File: src/hw/rtl/jsu_pkg.sv
// Shared types, character codes and UTF-8 encode helpers for the JSON string unescaper.
// No dependencies; imported by jsu_decode and json_string_unescape_utf8_top.
`timescale 1ns / 1ps
`default_nettype none

package jsu_pkg;

  localparam int unsigned MAX_BURST = 4;

  typedef struct packed {
    logic [7:0] in_byte;
    logic       end_of_string;
  } esc_t;

  typedef struct packed {
    logic [7:0] out_byte;
    logic       run_last;
  } utf_t;

  // Up to four output bytes caused by one input beat
  typedef struct packed {
    logic [2:0]                n;
    logic [MAX_BURST-1:0][7:0] bytes;
  } jsu_burst_t;

  typedef enum logic [2:0] {
    MODE_TEXT    = 3'd0,
    MODE_ESC     = 3'd1,
    MODE_HEX     = 3'd2,
    MODE_HI_WAIT = 3'd3,
    MODE_HI_ESC  = 3'd4,
    MODE_LO_HEX  = 3'd5
  } scan_mode_t;

  localparam logic [7:0] CH_BACKSLASH = 8'h5C;
  localparam logic [7:0] CH_U         = 8'h75;
  localparam logic [7:0] CH_N         = 8'h6E;
  localparam logic [7:0] CH_T         = 8'h74;
  localparam logic [7:0] CH_R         = 8'h72;
  localparam logic [7:0] CH_B         = 8'h62;
  localparam logic [7:0] CH_F         = 8'h66;
  localparam logic [7:0] CH_0         = 8'h30;
  localparam logic [7:0] CH_9         = 8'h39;
  localparam logic [7:0] CH_LA        = 8'h61;
  localparam logic [7:0] CH_LF        = 8'h66;
  localparam logic [7:0] CH_UA        = 8'h41;
  localparam logic [7:0] CH_UF        = 8'h46;

  localparam logic [7:0] BYTE_LF = 8'h0A;
  localparam logic [7:0] BYTE_HT = 8'h09;
  localparam logic [7:0] BYTE_CR = 8'h0D;
  localparam logic [7:0] BYTE_BS = 8'h08;
  localparam logic [7:0] BYTE_FF = 8'h0C;

  localparam logic [5:0] HI_SURR_TAG = 6'b110110;
  localparam logic [5:0] LO_SURR_TAG = 6'b110111;

  localparam logic [20:0] SUPP_BASE = 21'h010000;
  localparam logic [20:0] CP_LIMIT  = 21'h110000;

  localparam logic [7:0] LEAD2 = 8'hC0;
  localparam logic [7:0] LEAD3 = 8'hE0;
  localparam logic [7:0] LEAD4 = 8'hF0;
  localparam logic [7:0] CONT  = 8'h80;

  function automatic logic [7:0] escape_map(input logic [7:0] ch);
    logic [7:0] r;
    r = ch;
    if (ch == CH_N) r = BYTE_LF;
    else if (ch == CH_T) r = BYTE_HT;
    else if (ch == CH_R) r = BYTE_CR;
    else if (ch == CH_B) r = BYTE_BS;
    else if (ch == CH_F) r = BYTE_FF;
    return r;
  endfunction

  function automatic jsu_burst_t single_byte(input logic [7:0] b);
    jsu_burst_t r;
    r          = '0;
    r.n        = 3'd1;
    r.bytes[0] = b;
    return r;
  endfunction

  function automatic jsu_burst_t encode_utf8(input logic [20:0] cp);
    jsu_burst_t r;
    r = '0;
    priority if (cp == '0) begin
      r.n = 3'd0;
    end else if (cp < 21'h80) begin
      r.n        = 3'd1;
      r.bytes[0] = cp[7:0];
    end else if (cp < 21'h800) begin
      r.n        = 3'd2;
      r.bytes[0] = LEAD2 | {3'b0, cp[10:6]};
      r.bytes[1] = CONT | {2'b0, cp[5:0]};
    end else if (cp < SUPP_BASE) begin
      r.n        = 3'd3;
      r.bytes[0] = LEAD3 | {4'b0, cp[15:12]};
      r.bytes[1] = CONT | {2'b0, cp[11:6]};
      r.bytes[2] = CONT | {2'b0, cp[5:0]};
    end else if (cp < CP_LIMIT) begin
      r.n        = 3'd4;
      r.bytes[0] = LEAD4 | {5'b0, cp[20:18]};
      r.bytes[1] = CONT | {2'b0, cp[17:12]};
      r.bytes[2] = CONT | {2'b0, cp[11:6]};
      r.bytes[3] = CONT | {2'b0, cp[5:0]};
    end else begin
      r.n = 3'd0;
    end
    return r;
  endfunction

endpackage

`default_nettype wire

File: src/hw/rtl/jsu_decode.sv
// Escape scanner: holds the scan state and turns one escaped byte into 0 to 4 UTF-8 bytes.
// Depends on jsu_pkg.
`timescale 1ns / 1ps
`default_nettype none

module jsu_decode import jsu_pkg::*; (
  input  logic       clk,
  input  logic       rst,
  input  logic       take,
  input  esc_t       item,
  output jsu_burst_t burst
);

  scan_mode_t  mode, mode_next;
  logic [1:0]  digit_count, digit_count_next;
  logic [15:0] hex_value, hex_value_next;
  logic        hex_stopped, hex_stopped_next;
  logic [9:0]  hi_bits, hi_bits_next;

  logic [7:0]  ch;
  logic        is_dec, is_lower, is_upper, is_hex;
  logic [3:0]  digit;
  logic [15:0] dig_hex;
  logic        dig_stop;
  logic        dig_done;
  logic [20:0] pair_cp;

  assign ch       = item.in_byte;
  assign is_dec   = (ch >= CH_0) && (ch <= CH_9);
  assign is_lower = (ch >= CH_LA) && (ch <= CH_LF);
  assign is_upper = (ch >= CH_UA) && (ch <= CH_UF);
  assign is_hex   = is_dec || is_lower || is_upper;
  assign digit    = is_dec ? ch[3:0] : (ch[3:0] + 4'd9);

  // Once a non-hex byte shows up, later digits of the four add nothing
  assign dig_hex  = (hex_stopped || !is_hex) ? hex_value : {hex_value[11:0], digit};
  assign dig_stop = hex_stopped || !is_hex;
  assign dig_done = (digit_count == 2'd3);
  assign pair_cp  = 21'({hi_bits, dig_hex[9:0]}) + SUPP_BASE;

  always_ff @(posedge clk) begin
    if (rst) begin
      mode        <= MODE_TEXT;
      digit_count <= '0;
      hex_value   <= '0;
      hex_stopped <= 1'b0;
      hi_bits     <= '0;
    end else if (take) begin
      mode        <= mode_next;
      digit_count <= digit_count_next;
      hex_value   <= hex_value_next;
      hex_stopped <= hex_stopped_next;
      hi_bits     <= hi_bits_next;
    end
  end

  always_comb begin
    mode_next        = mode;
    digit_count_next = digit_count;
    hex_value_next   = hex_value;
    hex_stopped_next = hex_stopped;
    hi_bits_next     = hi_bits;
    burst            = '0;
    unique case (mode)
      MODE_ESC, MODE_HI_ESC: begin
        if (ch == CH_U) begin
          digit_count_next = '0;
          hex_value_next   = '0;
          hex_stopped_next = 1'b0;
          mode_next        = (mode == MODE_ESC) ? MODE_HEX : MODE_LO_HEX;
        end else begin
          burst     = single_byte(escape_map(ch));
          mode_next = MODE_TEXT;
        end
      end
      MODE_HEX: begin
        hex_value_next   = dig_hex;
        hex_stopped_next = dig_stop;
        digit_count_next = digit_count + 2'd1;
        if (dig_done) begin
          if (dig_hex[15:10] == HI_SURR_TAG) begin
            hi_bits_next = dig_hex[9:0];
            mode_next    = MODE_HI_WAIT;
          end else begin
            burst     = encode_utf8(21'(dig_hex));
            mode_next = MODE_TEXT;
          end
        end
      end
      MODE_HI_WAIT: begin
        // Anything but a backslash drops the pending high surrogate
        if (ch == CH_BACKSLASH) begin
          mode_next = MODE_HI_ESC;
        end else begin
          burst     = single_byte(ch);
          mode_next = MODE_TEXT;
        end
      end
      MODE_LO_HEX: begin
        hex_value_next   = dig_hex;
        hex_stopped_next = dig_stop;
        digit_count_next = digit_count + 2'd1;
        if (dig_done) begin
          if (dig_hex[15:10] == LO_SURR_TAG) begin
            burst = encode_utf8(pair_cp);
          end else begin
            burst = encode_utf8(21'(dig_hex));
          end
          mode_next = MODE_TEXT;
        end
      end
      default: begin
        if (ch == CH_BACKSLASH) begin
          mode_next = MODE_ESC;
        end else begin
          burst     = single_byte(ch);
          mode_next = MODE_TEXT;
        end
      end
    endcase
    if (item.end_of_string) begin
      mode_next        = MODE_TEXT;
      digit_count_next = '0;
      hex_value_next   = '0;
      hex_stopped_next = 1'b0;
    end
  end

`ifndef SYNTH
  a_partial_digits_silent: assert property (@(posedge clk) disable iff (rst)
    (take && (mode == MODE_HEX || mode == MODE_LO_HEX) && digit_count != 2'd3)
      |-> burst.n == 3'd0)
    else $error("partial hex digit produced output");

  a_eos_returns_text: assert property (@(posedge clk) disable iff (rst)
    (take && item.end_of_string) |=> (mode == MODE_TEXT && digit_count == 2'd0))
    else $error("end of string did not restore text mode");

  a_escape_start_silent: assert property (@(posedge clk) disable iff (rst)
    (take && (mode == MODE_TEXT || mode == MODE_HI_WAIT) && ch == CH_BACKSLASH)
      |-> burst.n == 3'd0)
    else $error("backslash produced output");
`endif

endmodule

`default_nettype wire

File: src/hw/rtl/json_string_unescape_utf8_top.sv
// JSON string unescaper to UTF-8: top level with the output byte queue.
// Depends on jsu_pkg and jsu_decode.
//
// Usage:
//   esc channel (esc_valid/esc_ready/esc_data) takes one escaped string-body byte a beat,
//   with end_of_string set on the last byte of a string.
//   utf channel (utf_valid/utf_ready/utf_data) delivers unescaped UTF-8 bytes one a beat;
//   run_last marks the last byte caused by a given input beat.
// Timing:
//   An input beat is decoded in the cycle it is accepted and its 0 to 4 bytes are written
//   into a FIFO_DEPTH-entry byte queue, whose oldest byte is offered on utf.
//   The esc side takes one beat per cycle while esc_ready is high; the queue drains one
//   byte per cycle while utf_ready is high. esc_ready drops while the queue holds more
//   than FIFO_DEPTH - 4 bytes; it returns as bytes are taken.
// Reset (rst, synchronous, active high): the queue empties, the scanner returns to plain
//   text and any pending escape or high surrogate is lost.
// FIFO_DEPTH: power of two, 8 or more.
`timescale 1ns / 1ps
`default_nettype none

module json_string_unescape_utf8_top import jsu_pkg::*; #(
  parameter int unsigned FIFO_DEPTH = 8
) (
  input  logic clk,
  input  logic rst,
  input  logic esc_valid,
  output logic esc_ready,
  input  esc_t esc_data,
  output logic utf_valid,
  input  logic utf_ready,
  output utf_t utf_data
);

  localparam int unsigned AW = $clog2(FIFO_DEPTH);
  localparam int unsigned CW = AW + 1;

  logic [CW-1:0] count;
  logic [AW-1:0] wr_ptr;
  logic [AW-1:0] rd_ptr;
  utf_t          mem [FIFO_DEPTH];

  jsu_burst_t burst;
  logic       take;
  logic       pop;
  logic [2:0] push_n;

  jsu_decode u_decode (
    .clk   (clk),
    .rst   (rst),
    .take  (take),
    .item  (esc_data),
    .burst (burst)
  );

  assign take      = esc_valid && esc_ready;
  assign pop       = utf_valid && utf_ready;
  assign push_n    = take ? burst.n : 3'd0;
  assign esc_ready = (count <= CW'(FIFO_DEPTH - MAX_BURST));
  assign utf_valid = (count != '0);
  assign utf_data  = mem[rd_ptr];

  always_ff @(posedge clk) begin
    if (rst) begin
      count  <= '0;
      wr_ptr <= '0;
      rd_ptr <= '0;
    end else begin
      count  <= count + CW'(push_n) - CW'(pop);
      wr_ptr <= wr_ptr + AW'(push_n);
      rd_ptr <= rd_ptr + AW'(pop);
    end
  end

  // Write the beat's bytes into consecutive slots; flag the final one
  always_ff @(posedge clk) begin
    for (int i = 0; i < MAX_BURST; i++) begin
      if (take && (3'(i) < burst.n)) begin
        mem[wr_ptr + AW'(i)] <= '{out_byte: burst.bytes[i], run_last: (3'(i + 1) == burst.n)};
      end
    end
  end

`ifndef SYNTH
  a_count_bound: assert property (@(posedge clk) disable iff (rst)
    count <= CW'(FIFO_DEPTH))
    else $error("byte queue count beyond depth");

  a_room_on_take: assert property (@(posedge clk) disable iff (rst)
    take |-> ((CW + 1)'(count) + (CW + 1)'(burst.n)) <= (CW + 1)'(FIFO_DEPTH))
    else $error("input beat accepted without room for its bytes");

  a_count_tracks: assert property (@(posedge clk) disable iff (rst)
    (take && !pop) |=> count == $past(count) + CW'($past(push_n)))
    else $error("byte queue count out of step with writes");
`endif

endmodule

`default_nettype wire
File: config.mk
export PLATFORM = sky130hd
export DESIGN_NAME = json_string_unescape_utf8_top
export DESIGN_NICKNAME = d
export VERILOG_FILES = /design/src/hw/rtl/jsu_pkg.sv /design/src/hw/rtl/jsu_decode.sv /design/src/hw/rtl/json_string_unescape_utf8_top.sv
export SDC_FILE = /design/constraint.sdc
export NUM_CORES = 1
export LEC_CHECK = 0
export BUFFER_PORTS_ARGS = -buffer_cell sky130_fd_sc_hd__buf_2
export CAP_MARGIN = 20
export CORE_UTILIZATION = 45
export DETAILED_ROUTE_END_ITERATION = 10
export PLACE_DENSITY = 0.65
export SLEW_MARGIN = 25
export SYNTH_ARGS = -nofsm -noshare
export SYNTH_HDL_FRONTEND = slang
export SYNTH_SLANG_ARGS = --single-unit
File: constraint.sdc
create_clock -name clk -period 5.5 [get_ports clk]
set_input_delay 0.55 -clock clk [delete_from_list [all_inputs] [get_ports clk]]
set_output_delay 0.55 -clock clk [all_outputs]
set_load 0.02 [all_outputs]
# [Word-level counts from Yosys, hierarchy flattened]
# Memories as Yosys holds them, arrays and structs flattened. A register that Yosys moved wholly into a read port is not among the register bits.
# Index checks and enable logic that the tools add are counted.
[word_totals] memories=1 ram_bits=72 input_bits=13 register_bits=42
[classes] eq_ne=22 reduce_logical=22 mux=63 n_lt_le_gt_ge=17 n_addsub=10
[mem_list] name="mem" depth=8 width=9 rd=1 rd_clocked_by_memory_dff=1 wr=4 line_no="json_string_unescape_utf8_top.sv:40" text="utf_t mem [FIFO_DEPTH];"
[op_table] cell="2-to-1 mux 35 bit" n=4
[op_table] cell="one-hot mux 35 bit (3 select lines)" n=1
[op_table] cell="2-to-1 mux 32 bit" n=3
[op_table] cell="2-to-1 mux 16 bit" n=5
[op_table] cell="2-to-1 mux 24 bit" n=3
[op_table] cell="2-to-1 mux 8 bit" n=9
[op_table] cell="2-to-1 mux 33 bit" n=2
[op_table] cell="equality test 8 x 7 -> 1 bit (second input constant)" n=7
[op_table] cell="2-to-1 mux 3 bit" n=15
[op_table] cell="one-hot mux 16 bit (2 select lines)" n=1
[op_table] cell="adder 20 x 17 -> 21 bit (second input constant)" n=1
[op_table] cell="zero test 21 bit" n=1
[op_table] cell="less-than comparator 21 x 12 -> 1 bit (second input constant)" n=1
[op_table] cell="less-than comparator 21 x 17 -> 1 bit (second input constant)" n=1
[op_table] cell="less-than comparator 21 bit (second input constant)" n=1
[op_table] cell="less-than comparator 21 x 8 -> 1 bit (second input constant)" n=1
[op_table] cell="greater-or-equal comparator 8 x 7 -> 1 bit (second input constant)" n=2
[op_table] cell="less-or-equal comparator 8 x 7 -> 1 bit (second input constant)" n=2
[op_table] cell="zero test 16 bit" n=1
[op_table] cell="less-than comparator 16 x 12 -> 1 bit (second input constant)" n=1
[op_table] cell="less-than comparator 16 x 8 -> 1 bit (second input constant)" n=1
[op_table] cell="2-to-1 mux 14 bit" n=1
[op_table] cell="equality test 6 bit (second input constant)" n=2
[op_table] cell="2-to-1 mux 1 bit" n=12
[op_table] cell="34 further kinds" n=56

# [Logic depth before layout (Yosys ltp)]
[logic_depth] ltp_word=21 mapped_depth=20 ltp_nobuf=18

# [Cells and area by module]
# A second synthesis with hierarchy kept.
[hier_totals] hier_cells=1073 area_unflattened_um2=9140.0
[modules_own_cells] mod="json_string_unescape_utf8_top" instances=1 area_each_um2=5791.8 cells_each=596
[modules_own_cells] mod="jsu_decode" instances=1 area_each_um2=3348.2 cells_each=477

# [Worst setup path before layout]
# Ideal clock, no wire load.
[synth_path] path_type="input to register" startpoint="input port esc_data[5] (netlist bit)" endpoint="register count[2]" required_ns=5.372 setup_time_ns=0.128 path_stages=19 path_buffers=3 slack_ns=1.148 arrival_time_ns=4.225 path_cell_list="clkbuf_2 > or3b_1 > or4_1 > buf_2 > a211oi_1 > o21ai_0 > a21oi_1 > o21ai_2 > and2_0 > clkbuf_1 > nor2_1 > inv_1 > ha_1 > inv_1 > ha_1 > inv_1 > fa_1 > xor2_1 > nor2_1"
[synth_via] elab_chain_len=20 elab_cells_between_ends=46 cone_classes="add/sub (3); order compare (12); eq/ne (4); mux (18); reduce/logical (9)"
[synth_lines] element="start, declared" line_no="json_string_unescape_utf8_top.sv:28" text="input esc_t esc_data,"
[synth_lines] element="greater-or-equal comparator 8 x 6 -> 1 bit (tied with other cells)" line_no="jsu_decode.sv:29" text="assign is_dec = (ch >= CH_0) && (ch <= CH_9);"
[synth_lines] element="logical AND 1 bit (on tied branches)" line_no="jsu_decode.sv:29, jsu_decode.sv:30"
[synth_lines] element="logical OR 1 bit (2 in a row)" line_no="jsu_decode.sv:32" text="assign is_hex = is_dec || is_lower || is_upper;"
[synth_lines] element="zero test 1 bit" line_no="jsu_decode.sv:36" text="assign dig_hex = (hex_stopped || !is_hex) ? hex_value : {hex_value[11:0], digit};"
[synth_lines] element="logical OR 1 bit" line_no="jsu_decode.sv:36"
[synth_lines] element="2-to-1 mux 16 bit" line_no="jsu_decode.sv:36"
[synth_lines] element="adder 20 x 17 -> 21 bit" line_no="jsu_decode.sv:39" text="assign pair_cp = 21'({hi_bits, dig_hex[9:0]}) + SUPP_BASE;"
[synth_lines] element="less-than comparator 21 bit" line_no="jsu_pkg.sv:102" text="end else if (cp < CP_LIMIT) begin"
[synth_lines] element="(+3 left out)"
[synth_lines] element="2-to-1 mux 3 bit" line_no="jsu_pkg.sv:90" text="end else if (cp < 21'h80) begin"
[synth_lines] element="2-to-1 mux 3 bit" line_no="jsu_pkg.sv:88" text="priority if (cp == '0) begin"
[synth_lines] element="2-to-1 mux 35 bit" line_no="jsu_decode.sv:104" text="if (dig_hex[15:10] == LO_SURR_TAG) begin"
[synth_lines] element="2-to-1 mux 35 bit" line_no="jsu_decode.sv:103" text="if (dig_done) begin"
[synth_lines] element="one-hot mux 35 bit (3 select lines) (*)" line_no="jsu_decode.sv:64" text="unique case (mode)"
[synth_lines] element="2-to-1 mux 3 bit (*)" line_no="json_string_unescape_utf8_top.sv:57" text="assign push_n = take ? burst.n : 3'd0;"
[synth_lines] element="adder 4 x 3 -> 4 bit (*)" line_no="json_string_unescape_utf8_top.sv:68" text="count <= count + CW'(push_n) - CW'(pop);"
[synth_lines] element="subtractor 4 x 1 -> 4 bit (*)" line_no="json_string_unescape_utf8_top.sv:68"
[synth_lines] element="end signal, assigned" line_no="json_string_unescape_utf8_top.sv:68"
[synth_lines] element="end, declared" line_no="json_string_unescape_utf8_top.sv:37" text="logic [CW-1:0] count;"
# Mark *: on every way between the ends. The rest lies on a longest branch, timed or not.
# A chain may end at the register's enable or synchronous reset.

# [Worst setup path in the final report]
[layout_path] startpoint="register u_decode.hi_bits[6]" endpoint="register count[2]"
[layout_via] elab_chain_len=13 elab_cells_between_ends=17 cone_classes="add/sub (3); order compare (4); mux (9); reduce/logical (1)"
[layout_lines] element="start, declared" line_no="jsu_decode.sv:18" text="logic [9:0] hi_bits, hi_bits_next;"
[layout_lines] element="start signal, assigned" line_no="jsu_decode.sv:53" text="hi_bits <= hi_bits_next;"
[layout_lines] element="adder 20 x 17 -> 21 bit (*)" line_no="jsu_decode.sv:39"
[layout_lines] element="less-than comparator 21 bit" line_no="jsu_pkg.sv:102"
[layout_lines] element="2-to-1 mux 3 bit" line_no="jsu_pkg.sv:102"
[layout_lines] element="2-to-1 mux 3 bit" line_no="jsu_pkg.sv:97" text="end else if (cp < SUPP_BASE) begin"
[layout_lines] element="2-to-1 mux 3 bit" line_no="jsu_pkg.sv:93" text="end else if (cp < 21'h800) begin"
[layout_lines] element="2-to-1 mux 3 bit" line_no="jsu_pkg.sv:90"
[layout_lines] element="2-to-1 mux 3 bit (*)" line_no="jsu_pkg.sv:88"
[layout_lines] element="2-to-1 mux 35 bit (*)" line_no="jsu_decode.sv:104"
[layout_lines] element="2-to-1 mux 35 bit (*)" line_no="jsu_decode.sv:103"
[layout_lines] element="one-hot mux 35 bit (3 select lines) (*)" line_no="jsu_decode.sv:64"
[layout_lines] element="2-to-1 mux 3 bit (*)" line_no="json_string_unescape_utf8_top.sv:57"
[layout_lines] element="adder 4 x 3 -> 4 bit (*)" line_no="json_string_unescape_utf8_top.sv:68"
[layout_lines] element="subtractor 4 x 1 -> 4 bit (*)" line_no="json_string_unescape_utf8_top.sv:68"
# Marks and branches as above.

==> impl_results.md <==
- Max frequency: 222 MHz
- Max Clock Skew: 0.0182 ns
- WL final: 35700 µm
- Die Ht: 146 µm
- Multiplexer share of the synthesized area: 0.0801
- Cell taking the most area after synthesis: edfxtp_1
- First-pass GRT wire length: 53600 µm
- GR Util met3: 0.0928
- Slew Viols, Final: 0
- Startpoint types: register
- Synth Area in Simple Gates: 0.225
- Max Cap Viol: 0
- Number of distinct library cells after synthesis: 104
- Largest net degree at the start of global routing: 43
- Post-CTS Setup Bufs: 0
- Met2 usage in global routing: 0.503
- Adder-cell share of the synthesized area: 0.0310
- Die Wd: 146 µm
- Mapped Cells: 1070
- PwrDens: 303 nW/µm²
- Root buf cell: clkbuf_16
- N_diodes: 0
- Port bufs: 23
- Area Growth Syn to Fin: 10.7%
- Cts hold-fix bufs: 0
- H-tree depth: 4
- Final period utilization: 0.819
- Final Hold Vio Count: 0
- Die ar.: 21200 µm²
- Share of layout cells above drive strength 1: 0.164
- Core footprint: 20200 µm²
- Register area share after synthesis: 0.314
- Rows: 52
- Commonest non-fill, non-tap cell in the layout: nand2_1
- Initial antenna violation count: 1
- Post-DP HPWL: 27100 µm
- Number of global-route vias before repair: 8690
- PostCTS Resize Cnt: 0
- Dominant synthesized flop cell: edfxtp_1
- Drt wl/cell: 26.4 µm
- Worst Setup End Kind: register
- Critical Path AT: 4.81 ns
- Critical Path Fanout Max: 8
- WHS: 0.464 ns
- Final min period: 4.51 ns
- RSZ-0062 raised after global routing: no
- TritonCTS clock tree: yes
- YS warnings: 0
- Crit path kind: reg2reg
- WP data required: 5.81 ns
- Syn Nets: 1104
- Clock Path Buffers: 2
- First-pass DRT Iterations: 6
- Largest family of logic cells by synthesized area: compound AO/OA/AOI/OAI gates
- Most Used Layer, Global Route: met2
- Final ANT Viol Nets: 0
- CTS Buf Count: 17
- Yosys top cell area share: 0.207
- GR Overflow Total: 0
- Design Power: 3.12 mW
- Clock sinks: 114
- Routability cong.: 1.04
- EDFF count, synth: 64
- Mean number of vias per cell: 7.02
- Nets@finish: 1103
- CTS clk-pin slew, worst paths: 0.06 ns
- Starting Density: 0.459
- Setup TNS: 0 ns
- Number of top-level pins: 24
- Mapped cell area: 9300 µm²
- Commonest cells after routing, fill and taps aside: nand2_1 (102), nor2_1 (101), a21oi_1 (83)
- Syn Area/Cell: 8.69 µm²
- Synth area leaders: edfxtp_1 (21%), dfxtp_1 (11%), a21oi_1 (4.5%)
- Worst Tran Pin Value: 1.01 ns
- Post-synthesis compound-gate area fraction: 0.289
- Flops & latches, synth: 114
- P_leak: 3.43 nW
- Clk_lat worst skew: 0.46 ns
- DRC Markers: 0
- Via count: 9485
- Status: finished clean
- Peak supply drop: 0.000241 V
- Initial drt markers: 1312
- Worst Hold Class: in2reg
- GR met1 Demand/Resource: 0.449
- Async SR Flop Fraction: 0
- Synth Area in XOR/XNOR: 0.0132
- Rel. slew slack: 0.324
- Final setup viols: 0
- All-Layer GR Usage: 0.337
[cells in the mapped netlist (8+ instances only)]
library cell / number
a22oi_1: 47
ha_1: 19
inv_1: 27
a221oi_1: 31
a21oi_1: 83
o22ai_1: 24
or4_1: 9
a31oi_1: 12
dfxtp_1: 50
nand2b_1: 14
clkbuf_1: 48
nor3_1: 42
a21o_1: 8
nor2b_1: 14
nor2_1: 101
o31ai_1: 10
and2_1: 8
nand3_1: 18
nor4_1: 21
nand2_1: 102
mux2_2: 15
mux4_2: 18
edfxtp_1: 64
o21ai_0: 34
o211ai_1: 13
buf_2: 14
a211oi_1: 22
xnor2_1: 8
mux2i_1: 17
[power by group]
| part | internal (mW) | total, mW | switching (mW) |
|---|---|---|---|
| clock | 0.726 | 1.20 | 0.478 |
| sequential | 0.977 | 1.04 | 0.0642 |
| combinational | 0.345 | 0.871 | 0.525 |
[flip-flops by register name (all words and copies together), names as in the netlist]
name,cells
u_decode.digit_count,2
count,4
rd_ptr,3
u_decode.hex_value,16
u_decode.hex_stopped,1
u_decode.hi_bits,10
wr_ptr,3
u_decode.mode,3
mem,72
[path summary, 6_finish.rpt]
| path | from | to | slack [ns] | cells past startpoint |
|---|---|---|---|---|
| setup / recovery | u_decode.hi_bits[6] | count[2] | 0.99 | 17 |
| hold / removal | esc_data[0] | u_decode.mode[1] | 0.46 | 3 |
| setup reg to reg | u_decode.hi_bits[6] | count[2] | 0.99 | 17 |
| hold reg to reg | mem[1][7] | mem[1][7] | 0.52 | 2 |
[metrics by stage]
stage	util	cells	setup WS, ns	area, µm²
after floorplan	-	1070	1.15	9300
after global placement	0.477	1320	0.661	9650
after detailed placement	0.477	1320	0.611	9660
after CTS	0.508	1352	1.01	10300
after global routing	0.508	1352	0.715	10300
final	0.508	1352	0.994	10300
[cell families after synthesis]
family                     after synthesis
muxes                                   50
adders and majority gates               22
and+or+nand+nor                        400
xor gates and xnor gates                14
buffers and inverters                  101
DFF                                    114
AOI/OAI and AO/OA                      369
[worst max-delay path, stage by stage, from the launching register on]
cell and delay, ns:
dfxtp_1 0.38, ha_1 0.32, or2_2 0.34, o21a_1 0.16
or4_1 0.51, or4b_1 0.59, a21o_1 0.29, nand4_1 0.17
and2_0 0.34, nor2_1 0.12, inv_1 0.08, ha_1 0.22
inv_1 0.06, ha_1 0.15, inv_1 0.06, fa_1 0.38
xor2_1 0.15, nor2_1 0.05
[final cells by class]
cell class	instances	area (µm²)
fillers	1893	9950
clock buffers	17	425
multi-input cells	855	5950
inverters	27	101
flip-flops and latches	114	2920
well taps	270	338
clock inverters	15	198
repair buffers	54	348
[routing by layer]
layer | part of all wire | routed length, µm
met5 | 0 | 0
met4 | 0.048 | 1690
met3 | 0.12 | 4200
met2 | 0.43 | 15400
met1 | 0.40 | 14300
(Power assumes the default switching activity.)
